$ cat config.mk
export PLATFORM = sky130hd
export DESIGN_NAME = integer_to_ascii_formatter_flat
export DESIGN_NICKNAME = d
export VERILOG_FILES = /design/src/rtl/i2a_pkg.sv /design/src/rtl/i2a_if.sv /design/src/rtl/integer_to_ascii_formatter.sv /design/src/rtl/i2a_ctrl.sv /design/src/rtl/i2a_dp.sv /design/src/flat_wrapper.sv
export SDC_FILE = /design/constraint.sdc
export NUM_CORES = 1
export LEC_CHECK = 0
export ABC_AREA = 1
export BUFFER_PORTS_ARGS = -buffer_cell sky130_fd_sc_hd__clkbuf_2
export CAP_MARGIN = 15
export CORE_MARGIN = 1
export CORE_UTILIZATION = 45
export DETAILED_ROUTE_END_ITERATION = 10
export GPL_TIMING_DRIVEN = 1
export PLACE_DENSITY = 0.68
export SYNTH_ARGS = -nofsm -noshare
export SYNTH_HDL_FRONTEND = slang
export SYNTH_HIERARCHICAL = 1
export SYNTH_SLANG_ARGS = --single-unit
$ cat constraint.sdc
create_clock -name clock -period 7.55 [get_ports clock]
set_input_delay 0 -clock clock [delete_from_list [all_inputs] [get_ports clock]]
set_output_delay 0 -clock clock [all_outputs]
set_load 0.02 [all_outputs]
$ cat src/rtl/i2a_pkg.sv
// Shared types and constants of the integer to ASCII formatter.
`default_nettype none
package i2a_pkg;

   localparam int OPCODE_W = 3;
   localparam int VALUE_W  = 32;
   localparam int CHAR_W   = 8;
   localparam int DIGIT_W  = 4;
   localparam int DEC_DIGITS = 10;
   localparam int HEX_DIGITS = 8;
   localparam int BCD_W    = DEC_DIGITS * DIGIT_W;
   localparam int REM_W    = 4;
   localparam int STEP_W   = 5;

   typedef logic [REM_W-1:0]  rem_type;
   typedef logic [STEP_W-1:0] step_type;
   typedef logic [CHAR_W-1:0] char_type;

   typedef enum logic [OPCODE_W-1:0] {
      OP_HEX_UPPER = 3'd0,
      OP_HEX8      = 3'd1,
      OP_HEX_MIN   = 3'd2,
      OP_POINTER   = 3'd3,
      OP_UNSIGNED  = 3'd4,
      OP_SIGNED    = 3'd5,
      OP_CHAR      = 3'd6,
      OP_NONE      = 3'd7
   } opcode_type;

   typedef enum logic [1:0] {
      ST_IDLE,
      ST_CONV,
      ST_COUNT,
      ST_EMIT
   } state_type;

   localparam step_type LAST_STEP   = step_type'(VALUE_W - 1);
   localparam rem_type  PREFIX_LEN  = rem_type'(HEX_DIGITS + 2);
   localparam rem_type  HEX_LEN     = rem_type'(HEX_DIGITS);

   localparam char_type CHAR_ZERO    = 8'h30;
   localparam char_type CHAR_X       = 8'h78;
   localparam char_type CHAR_MINUS   = 8'h2D;
   localparam char_type CHAR_CR      = 8'h0D;
   localparam char_type CHAR_LF      = 8'h0A;
   localparam char_type CHAR_UPPER_A = 8'h41;
   localparam char_type CHAR_LOWER_A = 8'h61;

   typedef struct packed {
      logic load;
      logic step;
      logic set_count;
      logic emit;
   } cmd_type;

   typedef struct packed {
      logic req_decimal;
      logic req_skip;
      logic out_free;
      logic last_pending;
   } status_type;

endpackage
`default_nettype wire

$ cat src/rtl/i2a_if.sv
// Request and response channel interfaces of the formatter.
`default_nettype none
interface i2a_req_if;
   logic                         valid;
   logic                         ready;
   logic [i2a_pkg::OPCODE_W-1:0] opcode;
   logic [i2a_pkg::VALUE_W-1:0]  value;
   modport source (output valid, output opcode, output value, input ready);
   modport sink   (input valid, input opcode, input value, output ready);
endinterface

interface i2a_rsp_if;
   logic                       valid;
   logic                       ready;
   logic [i2a_pkg::CHAR_W-1:0] out_char;
   logic                       last;
   modport source (output valid, output out_char, output last, input ready);
   modport sink   (input valid, input out_char, input last, output ready);
endinterface
`default_nettype wire

$ cat src/rtl/integer_to_ascii_formatter.sv
// Top level of the integer to ASCII formatter.
//
// req_ch carries one item: a 3-bit format opcode and a 32-bit value.
// rsp_ch returns the item's text one character per transfer, most significant
// first, with last set on the final character (1 to 11 characters).
// Hex and char formats: accept leads straight to the emit state, which moves
// one character per cycle while rsp_ch takes them.
// Decimal formats: a double-dabble shifter converts the value, then a
// count state sizes the run before the emit state.
// One item is in work at a time; req_ch.ready is high only between runs.
// The output register lets the next item be accepted while the final
// character still waits on rsp_ch. Opcode 7 is accepted and dropped.
// When rsp_ch.ready is low the current character holds and the run pauses.
// Synchronous reset empties the output register and returns to idle.
`default_nettype none
module integer_to_ascii_formatter (
   input  wire logic  clock,
   input  wire logic  reset,
   i2a_req_if.sink    req_ch,
   i2a_rsp_if.source  rsp_ch
);

   i2a_pkg::cmd_type    cmd;
   i2a_pkg::status_type status;

   i2a_ctrl u_ctrl (
      .clock     (clock),
      .reset     (reset),
      .req_valid (req_ch.valid),
      .req_ready (req_ch.ready),
      .status    (status),
      .cmd       (cmd)
   );

   i2a_dp u_dp (
      .clock        (clock),
      .reset        (reset),
      .req_opcode   (req_ch.opcode),
      .req_value    (req_ch.value),
      .cmd          (cmd),
      .status       (status),
      .rsp_valid    (rsp_ch.valid),
      .rsp_ready    (rsp_ch.ready),
      .rsp_out_char (rsp_ch.out_char),
      .rsp_last     (rsp_ch.last)
   );

endmodule
`default_nettype wire

$ cat src/rtl/i2a_ctrl.sv
// Controller state machine of the formatter: accept, convert, count, emit.
`default_nettype none
module i2a_ctrl (
   input  wire logic                clock,
   input  wire logic                reset,
   input  wire logic                req_valid,
   output logic                     req_ready,
   input  wire i2a_pkg::status_type status,
   output i2a_pkg::cmd_type         cmd
);

   i2a_pkg::state_type state_ff, state_in;
   i2a_pkg::step_type  step_ff, step_in;

   always_ff @(posedge clock) begin
      if (reset) begin
         state_ff <= i2a_pkg::ST_IDLE;
         step_ff  <= '0;
      end else begin
         state_ff <= state_in;
         step_ff  <= step_in;
      end
   end

   always_comb begin
      state_in = state_ff;
      step_in  = '0;
      unique case (state_ff)
         i2a_pkg::ST_IDLE: begin
            if (req_valid && !status.req_skip) begin
               state_in = status.req_decimal ? i2a_pkg::ST_CONV : i2a_pkg::ST_EMIT;
            end
         end
         i2a_pkg::ST_CONV: begin
            step_in = step_ff + 1'b1;
            if (step_ff == i2a_pkg::LAST_STEP) begin
               state_in = i2a_pkg::ST_COUNT;
               step_in  = '0;
            end
         end
         i2a_pkg::ST_COUNT: begin
            state_in = i2a_pkg::ST_EMIT;
         end
         i2a_pkg::ST_EMIT: begin
            if (status.out_free && status.last_pending) begin
               state_in = i2a_pkg::ST_IDLE;
            end
         end
         default: state_in = i2a_pkg::ST_IDLE;
      endcase
   end

   always_comb begin
      cmd       = '0;
      req_ready = 1'b0;
      unique case (state_ff)
         i2a_pkg::ST_IDLE: begin
            req_ready = 1'b1;
            cmd.load  = req_valid && !status.req_skip;
         end
         i2a_pkg::ST_CONV:  cmd.step      = 1'b1;
         i2a_pkg::ST_COUNT: cmd.set_count = 1'b1;
         i2a_pkg::ST_EMIT:  cmd.emit      = status.out_free;
         default: cmd = '0;
      endcase
   end

   a_step_idle: assert property (@(posedge clock) disable iff (reset)
      state_ff != i2a_pkg::ST_CONV |-> step_ff == '0)
      else $error("step counter running outside conversion");

   a_conv_len: assert property (@(posedge clock) disable iff (reset)
      state_ff == i2a_pkg::ST_CONV && step_ff == i2a_pkg::LAST_STEP
      |=> state_ff == i2a_pkg::ST_COUNT)
      else $error("conversion did not end after the last step");

   a_no_accept_busy: assert property (@(posedge clock) disable iff (reset)
      state_ff == i2a_pkg::ST_EMIT && !status.out_free |=> state_ff == i2a_pkg::ST_EMIT)
      else $error("left emit while output stalled");

endmodule
`default_nettype wire

$ cat src/rtl/i2a_dp.sv
// Datapath of the formatter: operand, BCD shifter, run counter, character select.
`default_nettype none
module i2a_dp (
   input  wire logic                          clock,
   input  wire logic                          reset,
   input  wire logic [i2a_pkg::OPCODE_W-1:0]  req_opcode,
   input  wire logic [i2a_pkg::VALUE_W-1:0]   req_value,
   input  wire i2a_pkg::cmd_type              cmd,
   output i2a_pkg::status_type                status,
   output logic                               rsp_valid,
   input  wire logic                          rsp_ready,
   output logic [i2a_pkg::CHAR_W-1:0]         rsp_out_char,
   output logic                               rsp_last
);

   i2a_pkg::opcode_type                op_ff, op_in;
   logic [i2a_pkg::VALUE_W-1:0]        work_ff, work_in;
   logic [i2a_pkg::BCD_W-1:0]          bcd_ff, bcd_in;
   logic                               neg_ff, neg_in;
   i2a_pkg::rem_type                   rem_ff, rem_in;
   i2a_pkg::rem_type                   digit_count_ff, digit_count_in;
   logic                               valid_ff, valid_in;
   i2a_pkg::char_type                  char_ff, char_in;
   logic                               last_ff, last_in;

   i2a_pkg::opcode_type                req_op;
   logic [i2a_pkg::BCD_W-1:0]          bcd_adj;
   i2a_pkg::rem_type                   dec_len;
   i2a_pkg::rem_type                   hex_min_len;
   logic [2:0]                         hex_idx;
   i2a_pkg::rem_type                   dec_idx;
   logic [i2a_pkg::DIGIT_W-1:0]        hex_nib;
   logic [i2a_pkg::DIGIT_W-1:0]        dec_nib;
   i2a_pkg::char_type                  char_sel;

   function automatic i2a_pkg::char_type hex_char(input logic [3:0] nib, input logic upper);
      i2a_pkg::char_type base;
      base = upper ? i2a_pkg::CHAR_UPPER_A : i2a_pkg::CHAR_LOWER_A;
      if (nib < 4'd10) begin
         hex_char = i2a_pkg::CHAR_ZERO + {4'b0, nib};
      end else begin
         hex_char = base + {4'b0, nib} - 8'd10;
      end
   endfunction

   assign req_op = i2a_pkg::opcode_type'(req_opcode);

   always_comb begin
      for (int d = 0; d < i2a_pkg::DEC_DIGITS; d++) begin
         bcd_adj[d*4 +: 4] = (bcd_ff[d*4 +: 4] >= 4'd5) ? bcd_ff[d*4 +: 4] + 4'd3
                                                        : bcd_ff[d*4 +: 4];
      end
   end

   always_comb begin
      dec_len = i2a_pkg::rem_type'(1);
      for (int d = 1; d < i2a_pkg::DEC_DIGITS; d++) begin
         if (bcd_ff[d*4 +: 4] != 4'd0) dec_len = i2a_pkg::rem_type'(d + 1);
      end
      hex_min_len = i2a_pkg::rem_type'(1);
      for (int n = 1; n < i2a_pkg::HEX_DIGITS; n++) begin
         if (req_value[n*4 +: 4] != 4'd0) hex_min_len = i2a_pkg::rem_type'(n + 1);
      end
   end

   assign hex_idx = rem_ff[2:0] - 3'd1;
   assign dec_idx = rem_ff - 1'b1;
   assign hex_nib = work_ff[{hex_idx, 2'b00} +: 4];
   assign dec_nib = bcd_ff[{dec_idx, 2'b00} +: 4];

   always_comb begin
      case (op_ff) inside
         i2a_pkg::OP_HEX_UPPER, i2a_pkg::OP_POINTER: begin
            if (rem_ff == i2a_pkg::PREFIX_LEN) begin
               char_sel = i2a_pkg::CHAR_ZERO;
            end else if (rem_ff == i2a_pkg::PREFIX_LEN - 1'b1) begin
               char_sel = i2a_pkg::CHAR_X;
            end else begin
               char_sel = hex_char(hex_nib, op_ff == i2a_pkg::OP_HEX_UPPER);
            end
         end
         i2a_pkg::OP_HEX8, i2a_pkg::OP_HEX_MIN: char_sel = hex_char(hex_nib, 1'b0);
         i2a_pkg::OP_UNSIGNED, i2a_pkg::OP_SIGNED: begin
            char_sel = (rem_ff > digit_count_ff) ? i2a_pkg::CHAR_MINUS
                                                 : i2a_pkg::CHAR_ZERO + {4'b0, dec_nib};
         end
         default: char_sel = (rem_ff == i2a_pkg::rem_type'(2)) ? i2a_pkg::CHAR_CR
                                                             : work_ff[7:0];
      endcase
   end

   always_comb begin
      op_in          = op_ff;
      work_in        = work_ff;
      bcd_in         = bcd_ff;
      neg_in         = neg_ff;
      rem_in         = rem_ff;
      digit_count_in = digit_count_ff;
      if (cmd.load) begin
         op_in   = req_op;
         work_in = req_value;
         bcd_in  = '0;
         neg_in  = 1'b0;
         case (req_op) inside
            i2a_pkg::OP_HEX_UPPER, i2a_pkg::OP_POINTER: rem_in = i2a_pkg::PREFIX_LEN;
            i2a_pkg::OP_HEX8:    rem_in = i2a_pkg::HEX_LEN;
            i2a_pkg::OP_HEX_MIN: rem_in = hex_min_len;
            i2a_pkg::OP_SIGNED: begin
               rem_in = '0;
               if (req_value[i2a_pkg::VALUE_W-1]) begin
                  neg_in  = 1'b1;
                  work_in = ~req_value + 1'b1;
               end
            end
            i2a_pkg::OP_CHAR: begin
               work_in = {{(i2a_pkg::VALUE_W-8){1'b0}}, req_value[7:0]};
               rem_in  = (req_value[7:0] == i2a_pkg::CHAR_LF) ? i2a_pkg::rem_type'(2)
                                                              : i2a_pkg::rem_type'(1);
            end
            default: rem_in = '0;
         endcase
      end
      if (cmd.step) begin
         bcd_in  = {bcd_adj[i2a_pkg::BCD_W-2:0], work_ff[i2a_pkg::VALUE_W-1]};
         work_in = {work_ff[i2a_pkg::VALUE_W-2:0], 1'b0};
      end
      if (cmd.set_count) begin
         digit_count_in = dec_len;
         rem_in         = dec_len + i2a_pkg::rem_type'(neg_ff);
      end
      if (cmd.emit) begin
         rem_in = rem_ff - 1'b1;
      end
   end

   always_comb begin
      valid_in = valid_ff;
      char_in  = char_ff;
      last_in  = last_ff;
      if (cmd.emit) begin
         valid_in = 1'b1;
         char_in  = char_sel;
         last_in  = (rem_ff == i2a_pkg::rem_type'(1));
      end else if (rsp_ready) begin
         valid_in = 1'b0;
      end
   end

   always_ff @(posedge clock) begin
      if (reset) begin
         valid_ff <= 1'b0;
         rem_ff   <= '0;
      end else begin
         valid_ff <= valid_in;
         rem_ff   <= rem_in;
      end
      op_ff          <= op_in;
      work_ff        <= work_in;
      bcd_ff         <= bcd_in;
      neg_ff         <= neg_in;
      digit_count_ff <= digit_count_in;
      char_ff        <= char_in;
      last_ff        <= last_in;
   end

   assign status.req_decimal  = (req_op == i2a_pkg::OP_UNSIGNED) ||
                                (req_op == i2a_pkg::OP_SIGNED);
   assign status.req_skip     = (req_op == i2a_pkg::OP_NONE);
   assign status.out_free     = !valid_ff || rsp_ready;
   assign status.last_pending = (rem_ff == i2a_pkg::rem_type'(1));

   assign rsp_valid    = valid_ff;
   assign rsp_out_char = char_ff;
   assign rsp_last     = last_ff;

   a_emit_nonempty: assert property (@(posedge clock) disable iff (reset)
      cmd.emit |-> rem_ff != '0)
      else $error("item emitted with empty run");

   a_count_range: assert property (@(posedge clock) disable iff (reset)
      cmd.set_count |=> rem_ff != '0 && rem_ff <= i2a_pkg::rem_type'(11))
      else $error("decimal run length out of range");

   a_last_mark: assert property (@(posedge clock) disable iff (reset)
      cmd.emit |=> valid_ff && (last_ff == ($past(rem_ff) == i2a_pkg::rem_type'(1))))
      else $error("last flag does not match end of run");

endmodule
`default_nettype wire
$ cat src/flat_wrapper.sv
// flat-port wrapper written by rule: the top's interface ports become plain ports
module integer_to_ascii_formatter_flat 
  (clock, reset, req_ch_valid, req_ch_opcode, req_ch_value, req_ch_ready, rsp_ch_valid, rsp_ch_out_char, rsp_ch_last, rsp_ch_ready);
  i2a_req_if req_ch_i ();
  i2a_rsp_if rsp_ch_i ();
  input  wire logic clock;
  input  wire logic reset;
  input wire logic [$bits(req_ch_i.valid)-1:0] req_ch_valid;
  input wire logic [$bits(req_ch_i.opcode)-1:0] req_ch_opcode;
  input wire logic [$bits(req_ch_i.value)-1:0] req_ch_value;
  output wire logic [$bits(req_ch_i.ready)-1:0] req_ch_ready;
  output wire logic [$bits(rsp_ch_i.valid)-1:0] rsp_ch_valid;
  output wire logic [$bits(rsp_ch_i.out_char)-1:0] rsp_ch_out_char;
  output wire logic [$bits(rsp_ch_i.last)-1:0] rsp_ch_last;
  input wire logic [$bits(rsp_ch_i.ready)-1:0] rsp_ch_ready;
  assign req_ch_i.valid = req_ch_valid;
  assign req_ch_i.opcode = req_ch_opcode;
  assign req_ch_i.value = req_ch_value;
  assign req_ch_ready = req_ch_i.ready;
  assign rsp_ch_valid = rsp_ch_i.valid;
  assign rsp_ch_out_char = rsp_ch_i.out_char;
  assign rsp_ch_last = rsp_ch_i.last;
  assign rsp_ch_i.ready = rsp_ch_ready;
  integer_to_ascii_formatter u_core (.clock(clock), .reset(reset), .req_ch(req_ch_i), .rsp_ch(rsp_ch_i));
endmodule
* After elaboration in Yosys (flattened, before gate mapping)
Cells that the tools add are included.
Operators by class: add/subtract/negate cells 21, $lt $le $gt $ge 12, eq/ne operators 24, shift operators 2, multiplexer cells 68, bitwise operators 3, reductions and logical operators 35
Operators by type and width (number):
- 2-to-1 mux 32 bit | 8
- 2-to-1 mux 4 bit | 25
- 2-to-1 mux 40 bit | 2
- 2-to-1 mux 8 bit | 8
- nonzero test 4 bit | 16
- >= comparator 4 x 3 -> 1 bit (second input constant) | 10
- indexed part select 40 x 7 -> 4 bit | 1
- adder 4 x 2 -> 4 bit (second input constant) | 9
- adder 32 x 1 -> 32 bit (second input constant) | 1
- inverter 32 bit | 1
- indexed part select 32 x 6 -> 4 bit | 1
- 2-to-1 mux 2 bit | 10
- equality test 3 bit (second input constant) | 6
- subtractor 8 x 4 -> 8 bit (second input constant) | 2
- adder 6 x 4 -> 7 bit (first input constant) | 2
- equality test 3 x 2 -> 1 bit (second input constant) | 4
- 2-to-1 mux 3 bit | 4
- adder 7 x 4 -> 8 bit | 1
- adder 7 x 4 -> 8 bit (first input constant) | 1
- equality test 4 bit (second input constant) | 2
- equality test 8 x 4 -> 1 bit (second input constant) | 1
- 2-to-1 mux 1 bit | 8
- one-hot mux 2 bit (4 select lines) | 1
- OR reduction 2 bit | 4
- other kinds (27) | 37
Word-level totals: flip-flop bits (word level) 101, bits of input ports 39, output and inout port bits 11, logic and storage cells 177

* Longest topological paths before layout
depth in word-level cells 14, gate-level depth with buffers 18, mapped depth without buffers 18

* Hierarchy
Netlist, hierarchy kept.
Modules (own cells, without submodules):
- i2a_dp | instances 1, cells an instance 968, area each 7115.6 um2, seq. area each 2762.6 um2
- i2a_ctrl | instances 1, cells an instance 57, area each 429.2 um2, seq. area each 140.1 um2

* Worst setup path before layout
No wires, ideal clock.
path kind reg-to-reg, start point register u_core.u_ctrl.state_ff[0], end point register u_core/u_dp/bcd_ff[0] (netlist name), enable pin, library setup time 0.431 ns, data arrival time 2.737 ns, data required time 7.119 ns, setup slack 4.382 ns, stages on the path, launching flop included 7, buffers on the path 0, period minus slack after synthesis 3.168 ns, cells stage by stage dfxtp_1 inv_1 ha_1 inv_1 nor2_1 inv_1 nand2_1
RTL lines:
- from (decl) | RTL line i2a_ctrl.sv:12 | i2a_pkg::state_type state_ff, state_in;
- from (signal assigned) | RTL line i2a_ctrl.sv:17 | state_ff <= i2a_pkg::ST_IDLE;
- from (signal assigned) | RTL line i2a_ctrl.sv:20 | state_ff <= state_in;
- to (signal assigned) | RTL line i2a_dp.sv:159 | bcd_ff <= bcd_in;
- to (decl) | RTL line i2a_dp.sv:18 | logic [i2a_pkg::BCD_W-1:0] bcd_ff, bcd_in;

* Worst setup path in the final report
start point register u_core.u_dp.rem_ff[0], end point register u_core.u_dp.char_ff[6] (netlist: u_core/u_dp/rsp_out_char[6]), data pin
Between the ends: word-level cells in the longest chain between the ends 8, elaborated cells between the ends (all ways) 24, classes of those cells add/sub: 8; order compare: 2; eq/ne: 3; shift: 2; mux: 9
Ends and longest elaborated chain:
- from (decl) | RTL line i2a_dp.sv:20 | i2a_pkg::rem_type rem_ff, rem_in;
- from (signal assigned) | RTL line i2a_dp.sv:155 | rem_ff <= rem_in;
- subtractor 3 x 1 -> 3 bit | RTL line i2a_dp.sv:66 | assign hex_idx = rem_ff[2:0] - 3'd1;
- indexed part select 32 x 6 -> 4 bit | RTL line i2a_dp.sv:68 | assign hex_nib = work_ff[{hex_idx, 2'b00} +: 4];
- adder 7 x 4 -> 8 bit | RTL line i2a_dp.sv:42 | hex_char = base + {4'b0, nib} - 8'd10;
- subtractor 8 x 4 -> 8 bit | RTL line i2a_dp.sv:42
- 2-to-1 mux 8 bit | RTL line i2a_dp.sv:39 | if (nib < 4'd10) begin
- 2-to-1 mux 8 bit | RTL line i2a_dp.sv:76 | end else if (rem_ff == i2a_pkg::PREFIX_LEN - 1'b1) begin
- 2-to-1 mux 8 bit | RTL line i2a_dp.sv:74 | if (rem_ff == i2a_pkg::PREFIX_LEN) begin
- 2-to-1 mux 8 bit * | RTL line i2a_dp.sv:72 | case (op_ff) inside
- named net u_core.u_dp.char_sel[6] | RTL line i2a_dp.sv:34 | i2a_pkg::char_type char_sel;
- to (signal assigned) | RTL line i2a_dp.sv:162 | char_ff <= char_in;
- to (decl) | RTL line i2a_dp.sv:23 | i2a_pkg::char_type char_ff, char_in;
Mark *: on every way through the listed nets, which the timed path passes. The rest lies on a longest branch. A chain may end at the register's enable or synchronous reset.

==> summary.md <==
| Metric | Value |
|---|---|
| Clock buffer count from CTS | `9` |
| Ys Warns | `6` |
| FILL cells | `1593` |
| Maxcap violations | `0` |
| Hold WS | `19.6 ps` |
| Antenna violations before repair | `0` |
| Design Area, Final | `0.00826 sq mm` |
| Maximum clock frequency | `317 MHz` |
| RSZ-0062 raised after global routing | `false` |
| Synth Area in Compound Gates | `17.8%` |
| Clock slew at reported path FFs | `70 ps` |
| Total chip power | `3.26 mW` |
| Total global routing overflow | `0` |
| Routed Wire Length | `18.7 mm` |
| Multiplexer area fraction after synthesis | `0%` |
| Clock Path Buffers | `2` |
| CTS sink count | `101` |
| H-tree Lvls | `3` |
| Fin worst setup slack | `4390 ps` |
| 1st-pass router iterations | `5` |
| Post-Synth Simple-Gate Area | `25.2%` |
| # diodes | `0` |
| Final period util | `41.8%` |
| Vias | `6818` |
| Reg2reg end | `u_core/u_dp/rsp_out_char[6]` |
| CP cell instances | `inv_2 > ha_1 > inv_1 > o21ai_0 > o21ai_0 > o21ai_0 > ha_1 > nand2_1 > o21ai_0 > nand2_1 > nand2_1 > nand3_1` |
| Largest net degree at the start of global routing | `72` |
| Row Count | `46` |
| Setup crit end kind | `flip-flop` |
| Hold Path Class | `input pin to flip-flop` |
| Fin. Hold Viols | `0` |
| Hold Startpoint | `req_ch_value[0]` |
| # setup viols final | `0` |
| Share of layout cells above drive strength 1 | `9.21%` |
| TNS Setup | `0 ps` |
| Area grow syn2layout | `9.49%` |
| Crit-path max FO | `35` |
| Vias in the first global route | `6004` |
| Critical Path Slowest Stage Cell | `ha_1` |
| Status | `finished, final reports clean` |
| Initial DRC count | `532` |
| Worst Hold Depth | `3` |
| Crit-path most repeated cell | `o21ai_0` |
| Post-DP HPWL | `14.0 mm` |
| Die X | `131 um` |
| Post-route ant nets | `0` |
| Final Skew | `6.41 ps` |
| Post-Syn Area | `0.00754 sq mm` |
| Placed Cells | `1260` |
| Area leader, netlist | `edfxtp_1` |
| Primary FF master, synth | `edfxtp_1` |
| Worst EP arrival | `3260 ps` |
| Yosys reg bits | `101` |
| Post-CTS sizing | `0` |
| Seq/Total Area, Yosys | `38.5%` |
| Least-Margin Pin Slew | `937 ps` |
| Worst Hold End | `u_core/u_dp/work_ff[0]` |
| Core footprint | `0.0161 sq mm` |
| Number of remaining DRC errors | `0` |
| Die Y-Extent | `131 um` |
| Synth top area cells | `edfxtp_1 (35%), nand2_1 (9.8%), o21ai_0 (7.5%)` |
| Buf/Inv on CP | `2` |
| Slowest Stage Delay on Critical Path | `640 ps` |
| Synth Net Count | `1105` |
| Yosys top cell area share | `35.0%` |
| P_leak | `3.63 nW` |
| Layout Nets | `1139` |
| Main combinational cell family by area after synthesis | `simple AND/OR/NAND/NOR gates` |
| Type of origin of the critical path | `flip-flop` |
| Initial Utilization | `46.8%` |
| Crit path depth | `12` |
| Top delay family on crit path | `adder cells` |
| Die area | `0.0173 sq mm` |
| Final Util | `51.3%` |
| CTS tree | `yes` |
| First-pass GRT wire length | `30.6 mm` |
| EDFF count, synth | `88` |
| Clk Latency, worst-skew pair | `350 ps` |
| Reg2reg setup slack | `4390 ps` |
| Worst R2R Start | `u_core/u_dp/rem_ff[0]` |
| Via-per-instance ratio | `5.33` |
| Setup Buffers After CTS | `0` |
| Final Non-Filler Cells | `1280` |
| Hold buffers post-CTS | `4` |
| Critical Path RT | `7650 ps` |
| Total GRT Usage | `22.0%` |
| Crit Path Class | `flip-flop to flip-flop` |
| Pwr dens | `395 mW/mm^2` |
| Worst slew margin | `37.5%` |
| WL/cell | `14.6 um` |
| Synth Instances | `1025` |
| Ports | `50` |
| Reg2reg path depth | `12` |
| Synth Area in XOR/XNOR | `1.86%` |
| GP Congestion | `0.932` |
| DP Area | `0.00790 sq mm` |
| Pre-CTS setup slack | `4410 ps` |
| Mean Syn Cell Area | `7.36 sq um` |
| Root buffer cell | `clkbuf_16` |
| Distinct cells, synth | `50` |
| Final Critical Period | `3160 ps` |
| Max Slew Vio Count | `0` |
| Number of I/O port buffers | `49` |
| Post-Synth Adder-Cell Area | `6.80%` |
| Synth async-reset ratio | `0%` |
| Peak supply drop | `0.190 mV` |
## how the worst max path moves through the flow
stage,start,to,slack [ps]
floorplan,u_core/u_ctrl/state_ff[0],u_core/u_dp/bcd_ff[0],4380
global placement,u_core/u_dp/rem_ff[0],u_core/u_dp/rsp_out_char[6],4490
detailed placement,u_core/u_dp/rem_ff[0],u_core/u_dp/rsp_out_char[6],4410
CTS,u_core/u_dp/rem_ff[0],u_core/u_dp/rsp_out_char[6],4410
global route,u_core/u_dp/rem_ff[0],u_core/u_dp/rsp_out_char[6],3940
finish,u_core/u_dp/rem_ff[0],u_core/u_dp/rsp_out_char[6],4390
## synthesized netlist by cell type, types with 2 or more instances
| library cell | n |
|---|---|
| o22ai_1 | 5 |
| buf_1 | 2 |
| ha_1 | 41 |
| nand3_1 | 70 |
| nor3_1 | 23 |
| nor2_4 | 2 |
| nor2_1 | 129 |
| o21ai_1 | 6 |
| nand2_4 | 3 |
| a21oi_1 | 82 |
| buf_2 | 9 |
| o21ai_2 | 2 |
| nand2_2 | 4 |
| clkbuf_1 | 16 |
| nand4_1 | 4 |
| or2_1 | 2 |
| nor3_2 | 2 |
| buf_6 | 5 |
| o31ai_1 | 3 |
| dfxtp_1 | 13 |
| o211ai_1 | 15 |
| xor2_1 | 11 |
| o21ai_0 | 113 |
| edfxtp_1 | 88 |
| nor2_2 | 3 |
| a31oi_1 | 7 |
| inv_2 | 4 |
| nand3_2 | 3 |
| inv_1 | 141 |
| nand2_1 | 196 |
| a211oi_1 | 2 |
## logic make-up (layout without fill, tap and decap cells)
| group | Yosys count | count (layout) |
|---|---|---|
| AND/OR/NAND/NOR | 445 | 445 |
| AO/OA/AOI/OAI | 245 | 245 |
| XOR/XNOR | 13 | 13 |
| buffers and inverters | 180 | 219 |
| adder cells (fa/ha/maj) | 41 | 41 |
| flip-flops | 101 | 101 |
## cells in the final DEF, fill, tap and decap left out, types with 7 or more instances in the layout
| cell | n |
|---|---|
| nand2_1 | 195 |
| a21oi_1 | 82 |
| o21ai_0 | 113 |
| nor3_1 | 23 |
| xor2_1 | 11 |
| dfxtp_1 | 13 |
| a31oi_1 | 7 |
| nand3_1 | 70 |
| o211ai_1 | 15 |
| ha_1 | 40 |
| inv_1 | 141 |
| edfxtp_1 | 88 |
| clkbuf_2 | 49 |
| clkbuf_16 | 11 |
| nor2_1 | 129 |
## registers in the layout, summed over array words and instances (netlist names), 2 cells and up
| name | cells |
|---|---|
| u_core/u_dp/rsp_out_char | 8 |
| u_core/u_ctrl/step_ff | 5 |
| u_core/u_dp/rem_ff | 4 |
| u_core/u_dp/work_ff | 32 |
| u_core/u_ctrl/state_ff | 2 |
| u_core/u_dp/digit_count_ff | 4 |
| u_core/u_dp/bcd_ff | 40 |
| u_core/u_dp/op_ff | 3 |
## routing by layer
layer / part of all wire (%) / GRT usage, % / vias to the layer above
met1: 49 / 32.6 / 3067
met2: 43 / 32.4 / 215
li1: - / - / 3505
met4: 2.9 / 10.0 / 0
met5: 0 / 0 / -
met3: 5.0 / 2.01 / 31
## worst register-to-register path, delay by kind of cell, from the launching register on
kind | cells | cell delay, ps
adder cells (fa/ha/maj) | 2 | 860
AO/OA/AOI/OAI | 4 | 690
buffers and inverters | 2 | 800
flip-flops | 1 | 320
AND/OR/NAND/NOR | 4 | 250
## area by class of cell
cell class	count	area [sq um]	area share [%]
multi-input combinational	744	3910	47.3
sequential	101	2900	35.1
inverter	146	551	6.66
timing repair buffer	57	315	3.82
clock buffer	14	307	3.71
tap	216	270	3.27
clock inverter	2	10.0	0.121
## report_power, final
group | internal (mW) | switching (mW) | total [mW]
Combinational | 0.531 | 1.08 | 1.61
Sequential | 0.965 | 0.201 | 1.17
Clock | 0.281 | 0.201 | 0.482
Total | 1.78 | 1.48 | 3.26
(Power assumes the default switching activity.)
